## config.mk

```make
export PLATFORM = sky130hd
export DESIGN_NAME = sha1_byte_stream_hasher_unit_flat
export DESIGN_NICKNAME = d
export VERILOG_FILES = /design/src/rtl/sha1bs_pkg.sv /design/src/rtl/sha1bs_if.sv /design/src/rtl/sha1_byte_stream_hasher_unit.sv /design/src/rtl/sha1bs_ctrl.sv /design/src/rtl/sha1bs_datapath.sv /design/src/flat_wrapper.sv
export SDC_FILE = /design/constraint.sdc
export NUM_CORES = 2
export LEC_CHECK = 0
export BUFFER_PORTS_ARGS = -buffer_cell sky130_fd_sc_hd__clkbuf_2
export CORE_AREA = 2 2 197 392
export CTS_CLUSTER_DIAMETER = 200
export DETAILED_ROUTE_END_ITERATION = 10
export DIE_AREA = 0 0 199 394
export PLACE_DENSITY_LB_ADDON = 0.1
export REMOVE_ABC_BUFFERS = 1
export SYNTH_ARGS = -nofsm -noshare
export SYNTH_HDL_FRONTEND = slang
export SYNTH_SLANG_ARGS = --single-unit
```

## constraint.sdc

```tcl
create_clock -name clock -period 21 [get_ports clock]
set_input_delay 4.2 -clock clock [delete_from_list [all_inputs] [get_ports clock]]
set_output_delay 4.2 -clock clock [all_outputs]
set_load 0.02 [all_outputs]
```

## src/rtl/sha1bs_pkg.sv

```systemverilog
`timescale 1ns / 1ps
`default_nettype none
// ---------------------------------------------------------------------------
// SHA-1 byte stream hasher package
// Shared types, command/status structs and algorithm constants.
// ---------------------------------------------------------------------------
package sha1bs_pkg;

   // Controller states.
   typedef enum logic [2:0] {
      ST_IDLE,
      ST_PAD,
      ST_LEN,
      ST_ROUND,
      ST_FOLD,
      ST_OUT
   } state_type;

   // Source of the byte pushed into the block buffer.
   typedef enum logic [1:0] {
      SRC_INPUT,
      SRC_PAD_MARK,
      SRC_ZERO,
      SRC_LENGTH
   } byte_src_type;

   // Commands from the controller to the datapath.
   typedef struct packed {
      logic         push;
      byte_src_type src;
      logic         count;
      logic         start;
      logic         round;
      logic         fold;
      logic         out_step;
      logic         clear;
   } cmd_type;

   // Status from the datapath to the controller.
   typedef struct packed {
      logic block_full;
      logic at_length;
      logic round_last;
      logic out_last;
   } status_type;

   // Initial chaining values.
   localparam logic [31:0] H0 = 32'h67452301;
   localparam logic [31:0] H1 = 32'hefcdab89;
   localparam logic [31:0] H2 = 32'h98badcfe;
   localparam logic [31:0] H3 = 32'h10325476;
   localparam logic [31:0] H4 = 32'hc3d2e1f0;

   // Round constants.
   localparam logic [31:0] K0 = 32'h5a827999;
   localparam logic [31:0] K1 = 32'h6ed9eba1;
   localparam logic [31:0] K2 = 32'h8f1bbcdc;
   localparam logic [31:0] K3 = 32'hca62c1d6;

   localparam logic [7:0] PAD_MARK = 8'h80;

   localparam logic [5:0] LAST_POS   = 6'd63;
   localparam logic [5:0] LENGTH_POS = 6'd56;

   localparam logic [6:0] ROUND_STAGE1 = 7'd20;
   localparam logic [6:0] ROUND_STAGE2 = 7'd40;
   localparam logic [6:0] ROUND_STAGE3 = 7'd60;
   localparam logic [6:0] LAST_ROUND   = 7'd79;

   localparam logic [2:0] LAST_WORD_INDEX = 3'd4;

endpackage
`default_nettype wire

```

## src/rtl/sha1bs_if.sv

```systemverilog
`timescale 1ns / 1ps
`default_nettype none
// ---------------------------------------------------------------------------
// SHA-1 byte stream hasher channels
// Valid/ready interfaces for the byte request and the digest response.
// ---------------------------------------------------------------------------

// Request channel: one message byte per word.
interface sha1bs_req_if;
   logic       valid;
   logic       ready;
   logic [7:0] data_byte;
   logic       has_byte;
   logic       end_of_message;

   modport source (output valid, output data_byte, output has_byte,
                   output end_of_message, input ready);
   modport sink   (input valid, input data_byte, input has_byte,
                   input end_of_message, output ready);
endinterface

// Response channel: one digest word per word.
interface sha1bs_rsp_if;
   logic        valid;
   logic        ready;
   logic [31:0] digest_word;
   logic [2:0]  word_index;
   logic        last_word;

   modport source (output valid, output digest_word, output word_index,
                   output last_word, input ready);
   modport sink   (input valid, input digest_word, input word_index,
                   input last_word, output ready);
endinterface
`default_nettype wire

```

## src/rtl/sha1_byte_stream_hasher_unit.sv

```systemverilog
`timescale 1ns / 1ps
`default_nettype none
// A message byte is taken while idle; every 64th byte starts a compression
// (80 rounds through the single round unit, then a chaining add).
// End of message: the padding and length bytes (up to 72) are pushed, with one
// or two compressions, then the five digest words go out.
// New request words are taken only while idle; one digest word per cycle while ready is high.
// Reset: synchronous; chaining words to the initial values, counters to zero.
// ---------------------------------------------------------------------------
// SHA-1 byte stream hasher
// Hashes a byte stream with SHA-1 and returns the digest as five words.
// ---------------------------------------------------------------------------
module sha1_byte_stream_hasher_unit (
   input  wire          clock,
   input  wire          reset,
   sha1bs_req_if.sink   req_ch,
   sha1bs_rsp_if.source rsp_ch
);
   import sha1bs_pkg::*;

   cmd_type    cmd;
   status_type status;

   // Sequencer.
   sha1bs_ctrl u_ctrl (
      .clock              (clock),
      .reset              (reset),
      .req_valid          (req_ch.valid),
      .req_has_byte       (req_ch.has_byte),
      .req_end_of_message (req_ch.end_of_message),
      .req_ready          (req_ch.ready),
      .rsp_valid          (rsp_ch.valid),
      .rsp_ready          (rsp_ch.ready),
      .status             (status),
      .cmd                (cmd)
   );

   // Hash datapath.
   sha1bs_datapath u_datapath (
      .clock       (clock),
      .reset       (reset),
      .cmd         (cmd),
      .status      (status),
      .data_byte   (req_ch.data_byte),
      .digest_word (rsp_ch.digest_word),
      .word_index  (rsp_ch.word_index),
      .last_word   (rsp_ch.last_word)
   );

endmodule
`default_nettype wire

```

## src/rtl/sha1bs_ctrl.sv

```systemverilog
`timescale 1ns / 1ps
`default_nettype none
// ---------------------------------------------------------------------------
// SHA-1 byte stream hasher controller
// Sequences byte intake, padding, length append, compression and output.
// ---------------------------------------------------------------------------
module sha1bs_ctrl (
   input  wire                    clock,
   input  wire                    reset,
   input  wire                    req_valid,
   input  wire                    req_has_byte,
   input  wire                    req_end_of_message,
   output logic                   req_ready,
   output logic                   rsp_valid,
   input  wire                    rsp_ready,
   input  sha1bs_pkg::status_type status,
   output sha1bs_pkg::cmd_type    cmd
);
   import sha1bs_pkg::*;

   state_type state_ff, state_in;
   logic      fin_ff, fin_in;
   logic      pad_first_ff, pad_first_in;
   logic      len_done_ff, len_done_in;

   // State and flag registers.
   always_ff @(posedge clock) begin
      if (reset) begin
         state_ff     <= ST_IDLE;
         fin_ff       <= 1'b0;
         pad_first_ff <= 1'b0;
         len_done_ff  <= 1'b0;
      end else begin
         state_ff     <= state_in;
         fin_ff       <= fin_in;
         pad_first_ff <= pad_first_in;
         len_done_ff  <= len_done_in;
      end
   end

   // Next state and commands.
   always_comb begin
      state_in     = state_ff;
      fin_in       = fin_ff;
      pad_first_in = pad_first_ff;
      len_done_in  = len_done_ff;
      cmd          = '0;
      cmd.src      = SRC_INPUT;
      req_ready    = 1'b0;
      rsp_valid    = 1'b0;
      case (state_ff)
         ST_IDLE: begin
            req_ready = 1'b1;
            if (req_valid) begin
               fin_in       = req_end_of_message;
               pad_first_in = 1'b1;
               len_done_in  = 1'b0;
               if (req_has_byte) begin
                  cmd.push  = 1'b1;
                  cmd.src   = SRC_INPUT;
                  cmd.count = 1'b1;
               end
               if (req_has_byte && status.block_full) begin
                  cmd.start = 1'b1;
                  state_in  = ST_ROUND;
               end else if (req_end_of_message) begin
                  state_in = ST_PAD;
               end
            end
         end
         ST_PAD: begin
            // Zero fill stops where the length field begins.
            if (!pad_first_ff && status.at_length) begin
               state_in = ST_LEN;
            end else begin
               cmd.push     = 1'b1;
               cmd.src      = pad_first_ff ? SRC_PAD_MARK : SRC_ZERO;
               pad_first_in = 1'b0;
               if (status.block_full) begin
                  cmd.start = 1'b1;
                  state_in  = ST_ROUND;
               end
            end
         end
         ST_LEN: begin
            cmd.push = 1'b1;
            cmd.src  = SRC_LENGTH;
            if (status.block_full) begin
               cmd.start   = 1'b1;
               len_done_in = 1'b1;
               state_in    = ST_ROUND;
            end
         end
         ST_ROUND: begin
            cmd.round = 1'b1;
            if (status.round_last) begin
               state_in = ST_FOLD;
            end
         end
         ST_FOLD: begin
            cmd.fold = 1'b1;
            if (!fin_ff) begin
               state_in = ST_IDLE;
            end else if (len_done_ff) begin
               state_in = ST_OUT;
            end else begin
               state_in = ST_PAD;
            end
         end
         ST_OUT: begin
            rsp_valid = 1'b1;
            if (rsp_ready) begin
               cmd.out_step = 1'b1;
               if (status.out_last) begin
                  cmd.clear = 1'b1;
                  fin_in    = 1'b0;
                  state_in  = ST_IDLE;
               end
            end
         end
         default: begin
            state_in = ST_IDLE;
         end
      endcase
   end

endmodule
`default_nettype wire

```

## src/rtl/sha1bs_datapath.sv

```systemverilog
`timescale 1ns / 1ps
`default_nettype none
// ---------------------------------------------------------------------------
// SHA-1 byte stream hasher datapath
// Block buffer with rolling schedule, round unit, chaining words and counters.
// ---------------------------------------------------------------------------
module sha1bs_datapath (
   input  wire                    clock,
   input  wire                    reset,
   input  sha1bs_pkg::cmd_type    cmd,
   output sha1bs_pkg::status_type status,
   input  wire  [7:0]             data_byte,
   output logic [31:0]            digest_word,
   output logic [2:0]             word_index,
   output logic                   last_word
);
   import sha1bs_pkg::*;

   logic [23:0] acc_ff, acc_in;
   logic [31:0] w_ff [16];
   logic [31:0] w_in [16];
   logic [5:0]  pos_ff, pos_in;
   logic [63:0] bit_count_ff, bit_count_in;
   logic [31:0] chain_ff [5];
   logic [31:0] chain_in [5];
   logic [31:0] a_ff, b_ff, c_ff, d_ff, e_ff;
   logic [31:0] a_in, b_in, c_in, d_in, e_in;
   logic [6:0]  round_ff, round_in;
   logic [2:0]  out_idx_ff, out_idx_in;

   logic [7:0]  byte_sel;
   logic [63:0] len_shifted;
   logic [31:0] sched_x;
   logic [31:0] sched_word;
   logic [31:0] new_word;
   logic        shift_word;
   logic [31:0] f_val;
   logic [31:0] k_val;
   logic [31:0] temp;

   // Byte source selection; the length goes out big-endian by byte position.
   always_comb begin
      len_shifted = bit_count_ff >> {3'd7 - pos_ff[2:0], 3'b000};
      case (cmd.src)
         SRC_INPUT:    byte_sel = data_byte;
         SRC_PAD_MARK: byte_sel = PAD_MARK;
         SRC_ZERO:     byte_sel = 8'h00;
         SRC_LENGTH:   byte_sel = len_shifted[7:0];
         default:      byte_sel = 8'h00;
      endcase
   end

   // Message schedule word from the rolling window.
   assign sched_x    = w_ff[13] ^ w_ff[8] ^ w_ff[2] ^ w_ff[0];
   assign sched_word = {sched_x[30:0], sched_x[31]};
   assign shift_word = (cmd.push && (pos_ff[1:0] == 2'b11)) || cmd.round;
   assign new_word   = cmd.round ? sched_word : {acc_ff, byte_sel};

   // Byte packer and block window.
   always_comb begin
      acc_in = acc_ff;
      w_in   = w_ff;
      if (cmd.push) begin
         acc_in = {acc_ff[15:0], byte_sel};
      end
      if (shift_word) begin
         for (int i = 0; i < 15; i++) begin
            w_in[i] = w_ff[i + 1];
         end
         w_in[15] = new_word;
      end
   end

   // Round function and constant by round range.
   always_comb begin
      if (round_ff < ROUND_STAGE1) begin
         f_val = (b_ff & c_ff) | (~b_ff & d_ff);
         k_val = K0;
      end else if (round_ff < ROUND_STAGE2) begin
         f_val = b_ff ^ c_ff ^ d_ff;
         k_val = K1;
      end else if (round_ff < ROUND_STAGE3) begin
         f_val = (b_ff & c_ff) | (b_ff & d_ff) | (c_ff & d_ff);
         k_val = K2;
      end else begin
         f_val = b_ff ^ c_ff ^ d_ff;
         k_val = K3;
      end
      temp = {a_ff[26:0], a_ff[31:27]} + f_val + e_ff + k_val + w_ff[0];
   end

   // Working variables and round counter.
   always_comb begin
      a_in     = a_ff;
      b_in     = b_ff;
      c_in     = c_ff;
      d_in     = d_ff;
      e_in     = e_ff;
      round_in = round_ff;
      if (cmd.start) begin
         a_in     = chain_ff[0];
         b_in     = chain_ff[1];
         c_in     = chain_ff[2];
         d_in     = chain_ff[3];
         e_in     = chain_ff[4];
         round_in = '0;
      end else if (cmd.round) begin
         a_in     = temp;
         b_in     = a_ff;
         c_in     = {b_ff[1:0], b_ff[31:2]};
         d_in     = c_ff;
         e_in     = d_ff;
         round_in = round_ff + 7'd1;
      end
   end

   // Chaining words, length counter, byte position and output index.
   always_comb begin
      chain_in     = chain_ff;
      bit_count_in = bit_count_ff;
      pos_in       = pos_ff;
      out_idx_in   = out_idx_ff;
      if (cmd.fold) begin
         chain_in[0] = chain_ff[0] + a_ff;
         chain_in[1] = chain_ff[1] + b_ff;
         chain_in[2] = chain_ff[2] + c_ff;
         chain_in[3] = chain_ff[3] + d_ff;
         chain_in[4] = chain_ff[4] + e_ff;
      end
      if (cmd.push) begin
         pos_in = pos_ff + 6'd1;
      end
      if (cmd.push && cmd.count) begin
         bit_count_in = bit_count_ff + 64'd8;
      end
      if (cmd.out_step) begin
         out_idx_in = out_idx_ff + 3'd1;
      end
      if (cmd.clear) begin
         chain_in[0]  = H0;
         chain_in[1]  = H1;
         chain_in[2]  = H2;
         chain_in[3]  = H3;
         chain_in[4]  = H4;
         bit_count_in = '0;
         pos_in       = '0;
         out_idx_in   = '0;
      end
   end

   // Registers with reset.
   always_ff @(posedge clock) begin
      if (reset) begin
         chain_ff[0]  <= H0;
         chain_ff[1]  <= H1;
         chain_ff[2]  <= H2;
         chain_ff[3]  <= H3;
         chain_ff[4]  <= H4;
         bit_count_ff <= '0;
         pos_ff       <= '0;
         out_idx_ff   <= '0;
         round_ff     <= '0;
      end else begin
         chain_ff     <= chain_in;
         bit_count_ff <= bit_count_in;
         pos_ff       <= pos_in;
         out_idx_ff   <= out_idx_in;
         round_ff     <= round_in;
      end
   end

   // Payload registers.
   always_ff @(posedge clock) begin
      acc_ff <= acc_in;
      w_ff   <= w_in;
      a_ff   <= a_in;
      b_ff   <= b_in;
      c_ff   <= c_in;
      d_ff   <= d_in;
      e_ff   <= e_in;
   end

   // Digest word selection.
   always_comb begin
      case (out_idx_ff)
         3'd0:    digest_word = chain_ff[0];
         3'd1:    digest_word = chain_ff[1];
         3'd2:    digest_word = chain_ff[2];
         3'd3:    digest_word = chain_ff[3];
         3'd4:    digest_word = chain_ff[4];
         default: digest_word = chain_ff[0];
      endcase
   end

   assign word_index = out_idx_ff;
   assign last_word  = (out_idx_ff == LAST_WORD_INDEX);

   // Status back to the controller.
   assign status.block_full = (pos_ff == LAST_POS);
   assign status.at_length  = (pos_ff == LENGTH_POS);
   assign status.round_last = (round_ff == LAST_ROUND);
   assign status.out_last   = (out_idx_ff == LAST_WORD_INDEX);

endmodule
`default_nettype wire

```

## src/flat_wrapper.sv

```systemverilog
// flat-port wrapper written by rule: the top's interface ports become plain ports
module sha1_byte_stream_hasher_unit_flat import sha1bs_pkg::*;
  (clock, reset, req_ch_valid, req_ch_data_byte, req_ch_has_byte, req_ch_end_of_message, req_ch_ready, rsp_ch_valid, rsp_ch_digest_word, rsp_ch_word_index, rsp_ch_last_word, rsp_ch_ready);
  sha1bs_req_if req_ch_i ();
  sha1bs_rsp_if rsp_ch_i ();
  input  wire clock;
  input  wire reset;
  input wire logic [$bits(req_ch_i.valid)-1:0] req_ch_valid;
  input wire logic [$bits(req_ch_i.data_byte)-1:0] req_ch_data_byte;
  input wire logic [$bits(req_ch_i.has_byte)-1:0] req_ch_has_byte;
  input wire logic [$bits(req_ch_i.end_of_message)-1:0] req_ch_end_of_message;
  output wire logic [$bits(req_ch_i.ready)-1:0] req_ch_ready;
  output wire logic [$bits(rsp_ch_i.valid)-1:0] rsp_ch_valid;
  output wire logic [$bits(rsp_ch_i.digest_word)-1:0] rsp_ch_digest_word;
  output wire logic [$bits(rsp_ch_i.word_index)-1:0] rsp_ch_word_index;
  output wire logic [$bits(rsp_ch_i.last_word)-1:0] rsp_ch_last_word;
  input wire logic [$bits(rsp_ch_i.ready)-1:0] rsp_ch_ready;
  assign req_ch_i.valid = req_ch_valid;
  assign req_ch_i.data_byte = req_ch_data_byte;
  assign req_ch_i.has_byte = req_ch_has_byte;
  assign req_ch_i.end_of_message = req_ch_end_of_message;
  assign req_ch_ready = req_ch_i.ready;
  assign rsp_ch_valid = rsp_ch_i.valid;
  assign rsp_ch_digest_word = rsp_ch_i.digest_word;
  assign rsp_ch_word_index = rsp_ch_i.word_index;
  assign rsp_ch_last_word = rsp_ch_i.last_word;
  assign rsp_ch_i.ready = rsp_ch_ready;
  sha1_byte_stream_hasher_unit u_core (.clock(clock), .reset(reset), .req_ch(req_ch_i), .rsp_ch(rsp_ch_i));
endmodule
```

Word level (Yosys, flattened, before mapping)
Index checks and enable logic that the tools add are counted.
{"block": "op_classes", "div_mod_pow": 0, "shift": 1, "multipliers": 0, "n_reduce_logical": 18, "addsub": 14, "n_eq_ne": 23, "magnitude_cmp": 3, "bitwise_logic": 13, "muxes": 57}
{"cell": "32-bit two-way mux", "n": 16}
{"cell": "32-bit adder", "n": 9}
{"cell": "32-bit bitwise XOR", "n": 5}
{"cell": "32-bit bitwise AND", "n": 4}
{"cell": "32-bit one-hot mux with 4 select lines", "n": 1}
{"cell": "32-bit OR", "n": 3}
{"cell": "64-bit by 4-bit adder with 64-bit output, second input constant", "n": 1}
{"cell": "64-bit by 6-bit >> shifter with 8-bit output", "n": 1}
{"cell": "3-bit two-way mux", "n": 11}
{"cell": "32-bit NOT", "n": 1}
{"cell": "8-bit one-hot mux with 4 select lines", "n": 1}
{"cell": "31-bit two-way mux", "n": 1}
{"cell": "3-bit one-hot mux with 6 select lines", "n": 1}
{"cell": "1-bit two-way mux", "n": 16}
{"cell": "7-bit by 6-bit < comparator with 1-bit output, second input constant", "n": 2}
{"cell": "3-bit by 2-bit equality test with 1-bit output, second input constant", "n": 4}
{"cell": "6-bit equality test, second input constant", "n": 2}
{"cell": "2-bit inequality test, second input constant", "n": 5}
{"cell": "3-bit equality test, second input constant", "n": 3}
{"cell": "3-bit one-hot mux with 3 select lines", "n": 1}
{"cell": "2-bit nonzero test", "n": 4}
{"cell": "7-bit by 1-bit adder with 7-bit output, second input constant", "n": 1}
{"cell": "7-bit equality test, second input constant", "n": 1}
{"cell": "7-bit by 5-bit < comparator with 1-bit output, second input constant", "n": 1}
{"cell": "22 further kinds", "n": 34}
{"block": "totals", "memories": 0, "regBits": 942, "output_inout_bits": 38, "ramBits": 0, "mem_bits_ro": 0, "word_cells": 164, "inputBits": 14, "latch_bits": 0}

Longest topological paths before layout
{"block": "depth", "depth_word": 12, "depth_mapped": 24, "depth_no_buf": 22}

Cells and area by module
A second synthesis with hierarchy kept.
{"block": "hier_totals", "cells_unflattened": 3987, "hier_area_um2": 47285.4}
{"module": "sha1bs_datapath", "area_each_um2": 46772.4, "n_inst": 1, "seq_area_each_um2": 25644.6, "cells_per_inst": 3924}
{"module": "sha1bs_ctrl", "area_each_um2": 513.0, "n_inst": 1, "seq_area_each_um2": 120.1, "cells_per_inst": 63}

Least setup slack after synthesis
OpenSTA, ideal clock, no wires.
{"block": "synth_path", "path_type": "in2reg", "startpoint": "input req_ch_valid", "endpoint": "register u_core.u_datapath.w_ff[0] (netlist bit) (enable)", "path_buffers": 0, "arrival_time_ps": 16708, "setup_time_ps": 901, "slack_ps": 3391, "t_required_ps": 20099, "stages": 4, "cell_sequence": "nand2_1 -> o21ai_1 -> nand2_1 -> nand2_1"}
{"item": "start: declaration", "line_no": "flat_wrapper.sv:8", "text": "input wire logic [$bits(req_ch_i.valid)-1:0] req_ch_valid;"}
{"item": "end signal: assignment", "line_no": "sha1bs_datapath.sv:175", "text": "w_ff <= w_in;"}
{"item": "end: declaration", "line_no": "sha1bs_datapath.sv:20", "text": "logic [31:0] w_ff [16];"}

Worst setup path in the final report
{"block": "layout_path", "startpoint": "register u_core.u_datapath.out_idx_ff[2], in the netlist u_core.u_datapath.word_index[2]", "endpoint": "output rsp_ch_digest_word[31]"}
{"block": "layout_between", "elab_chain_len": 2, "elab_cells_between_ends": 5, "cone_classes": "4 x eq/ne; 1 x mux"}
{"item": "start: declaration", "line_no": "sha1bs_datapath.sv:29", "text": "logic [2:0] out_idx_ff, out_idx_in;"}
{"item": "start signal: assignment", "line_no": "sha1bs_datapath.sv:167", "text": "out_idx_ff <= out_idx_in;"}
{"item": "3-bit equality test, or another cell as far along", "line_no": "sha1bs_datapath.sv:185", "text": "case (out_idx_ff)"}
{"item": "32-bit one-hot mux with 4 select lines *", "line_no": "sha1bs_datapath.sv:185"}
{"item": "end: declaration", "line_no": "flat_wrapper.sv:14", "text": "output wire logic [$bits(rsp_ch_i.digest_word)-1:0] rsp_ch_digest_word;"}
Every way passes the cells marked *; elsewhere a longest branch is shown, timed or not.

==> impl_metrics.env <==
export IMPL_synth_compound_area_frac=0.124
export IMPL_setup_tns_ns=0
export IMPL_fillers=5719
export IMPL_synth_seq_area_share=0.546
export IMPL_antenna_left=0
export IMPL_grt_pass1_wl_um=194000
export IMPL_worstMarginPinSlew_ns=1.51
export IMPL_holdCritPathClass="reg -> reg"
export IMPL_cts_resized=0
export IMPL_skew_ns=0.0269
export IMPL_rows=143
export IMPL_yosys_warnings=0
export IMPL_viasPerCell=6.16
export IMPL_multiInputGateArea_um2=20000
export IMPL_cts_tree="yes"
export IMPL_critPathLaunchType="flip-flop"
export IMPL_rsz0062_at_grt="false"
export IMPL_fin_crit_ns=7.94
export IMPL_dr_pass1_iters=6
export IMPL_worst_skew_pair_late_latency_ns=0.68
export IMPL_place_congestion=0.965
export IMPL_synth_mux_area_frac=0.0184
export IMPL_synthCells=4217
export IMPL_synth_adder_area_share=0.107
export IMPL_arrival_ns=3.74
export IMPL_violations="capacitance limit, slew limit"
export IMPL_wl_um=130000
export IMPL_worstSetupEndpointType="output pin"
export IMPL_synth_xor_area_share=0.0566
export IMPL_peakVddDrop_mv=0.0790
export IMPL_clock_sinks=939
export IMPL_synthSimpleGateAreaFrac=0.117
export IMPL_setup_violations=0
export IMPL_synth_top_area_share=0.443
export IMPL_criticalPathCategory="reg -> out"
export IMPL_nets=4572
export IMPL_cts_hold_buf=0
export IMPL_worst_path_max_fanout=64
export IMPL_syn2layout_area_growth_pct=8.24
export IMPL_io_pins=52
export IMPL_run_status="finished, violations left"
export IMPL_synth_seq_cells=939
export IMPL_dp_hpwl_um=89500
export IMPL_numPortBuffers=51
export IMPL_hold_viol_final=0
export IMPL_p_per_area_nw_per_um2=69.6
export IMPL_max_cap_viol_count=1
export IMPL_cts_setup_buffers=0
export IMPL_diodes=0
export IMPL_cts_root_buffer="clkbuf_16"
export IMPL_ys_flop_type="edfxtp_1"
export IMPL_place_area_um2=48400
export IMPL_synth_top_family_by_area="compound AO/OA/AOI/OAI gates"
export IMPL_place_inst=5164
export IMPL_drt_drc_violations_left=0
export IMPL_cts_path_max_buffers=3
export IMPL_clock_fmax_mhz=126
export IMPL_synth_largest_area_cell="edfxtp_1"
export IMPL_postLayoutCoreUtil=0.674
export IMPL_slew_headroom=-0.0137
export IMPL_synth_cell_types=72
export IMPL_final_cells=5312
export IMPL_die_area_um2=78400
export IMPL_fp_coreArea_um2=75700
export IMPL_grt_ovfl_total=0
export IMPL_netlist_area_um2=47200
export IMPL_htree_levels=3
export IMPL_clkSlewWorstSetupHoldPaths_ns=0.07
export IMPL_slew_viol_final=2
export IMPL_netlist_top_cells_area="edfxtp_1, dfxtp_1, ha_1"
export IMPL_async_flop_share=0
export IMPL_wl_per_cell_um=24.4
export IMPL_required_ns=16.80
export IMPL_avgSynthCellArea_um2=11.2
export IMPL_antenna_found_initial=2
export IMPL_vias=32700
export IMPL_drtIter0Drc=2720
export IMPL_grt_max_degree=216
export IMPL_grt_pass1_vias=32500
export IMPL_p_leak_nw=19.5
export IMPL_finalCritPeriodShare=0.378
export IMPL_initial_utilization=0.623
export IMPL_final_layout_size_suffix_gt1_frac=0.0626
export IMPL_die_w_um=199
export IMPL_finalInstanceArea_um2=51000
export IMPL_die_y_um=394
export IMPL_regArea_um2=25800
export IMPL_grt_usage=0.338
export IMPL_synth_edf_count=696
export IMPL_fin_hold_ws_ns=0.410
export IMPL_numCtsBuffers=80
==> final cells by class <==
class / instances / share of cell area
well taps: 1015 / 0.0249
clock inverters: 47 / 0.00856
flip-flops and latches: 939 / 0.505
clock buffers: 101 / 0.0420
inverters: 235 / 0.0173
multi-input cells: 2889 / 0.392
repair buffers: 86 / 0.0104
==> cell usage in the layout (no fill, tap or decap), drive strengths merged, types with 37 or more instances in the layout <==
cell type and n:
edfxtp 696, nand2 662, nor2 292, a21oi 245
dfxtp 243, inv 234, o21ai 215, ha 202
xnor2 192, clkbuf 152, fa 125, xor2 113
a21o 94, a22oi 64, a31oi 60, o211ai 57
nand3 55, and3 46, clkinv 38, mux2i 37
==> state kept, by name, indices dropped and copies added, names as in the netlist <==
register	flops
u_core.u_datapath.b_ff	32
u_core.u_datapath.pos_ff	6
u_core.u_datapath.e_ff	32
u_core.u_datapath.word_index	3
u_core.u_ctrl.pad_first_ff	1
u_core.u_datapath.acc_ff	24
u_core.u_ctrl.fin_ff	1
u_core.u_datapath.round_ff	7
u_core.u_datapath.c_ff	32
u_core.u_ctrl.len_done_ff	1
u_core.u_datapath.chain_ff	160
u_core.u_datapath.bit_count_ff	61
u_core.u_datapath.d_ff	32
u_core.u_ctrl.state_ff	3
u_core.u_datapath.a_ff	32
u_core.u_datapath.w_ff	512
==> worst paths after layout <==
kind | startpoint | endpoint | slack [ns] | cells past startpoint
setup / recovery | u_core.u_datapath.word_index[2]$_SDFFE_PP0P_ | rsp_ch_digest_word[31] | 13.06 | 7
hold / removal | u_core.u_datapath.w_ff[46]$_DFFE_PP_ | u_core.u_datapath.w_ff[78]$_DFFE_PP_ | 0.41 | 0
setup reg to reg | u_core.u_datapath.round_ff[3]$_SDFFE_PP0P_ | u_core.u_datapath.a_ff[29]$_DFFE_PP_ | 13.68 | 22
hold reg to reg | u_core.u_datapath.w_ff[46]$_DFFE_PP_ | u_core.u_datapath.w_ff[78]$_DFFE_PP_ | 0.41 | 0
==> critical path, stage by stage (launching register included) <==
cell      delay (ns)
dfxtp_1         0.50
inv_1           0.09
ha_2            0.18
buf_4           0.33
or4_2           0.72
buf_4           0.37
a31oi_1         0.52
clkbuf_2        0.26
==> cells by family (layout without fill, tap and decap cells) <==
group           after synthesis  count (layout)
flops                       939             939
fa+ha+maj                   327             327
mux                          68              68
simple gates               1264            1264
xor+xnor                    305             305
compound gates              925             925
buf+inv                     389             469
==> report_power, final <==
part           leakage [nW]  internal [W]  switching, W
combinational          10.0     0.0000173     0.0000403
sequential             8.23       0.00198    0.00000888
clock                  1.25      0.000805      0.000694
total                  19.5       0.00281      0.000743
==> cell usage after synthesis (all sizes together) (20+ instances only) <==
master,count
fa,125
a22oi,64
nand2,662
o211ai,57
dfxtp,243
nor2b,29
nor2,292
mux2i,37
o21a,27
a211oi,24
and3,46
inv,232
nand2b,20
edfxtp,696
xor2,113
nand3,55
o21ai,215
a31oi,60
clkbuf,140
or3,30
ha,202
nand4,25
a21oi,245
o21bai,23
nor3,33
a21o,94
xnor2,192
==> layer usage <==
layer,vias up,GRT usage,part of all wire
li1,15100,-,-
met5,-,0,0.00010
met2,1313,0.557,0.48
met3,508,0.0712,0.066
met1,15800,0.368,0.35
met4,2,0.289,0.10
==> metrics by stage <==
stage / power (W) / worst slack, ns
after floorplan: 0.00207 / 3.39
after global placement: 0.00209 / 12.79
after detailed placement: 0.00209 / 12.73
after CTS: 0.00358 / 13.07
after global routing: 0.00365 / 13.01
final: 0.00355 / 13.06
No activity file was read; power rests on OpenSTA's default activity.
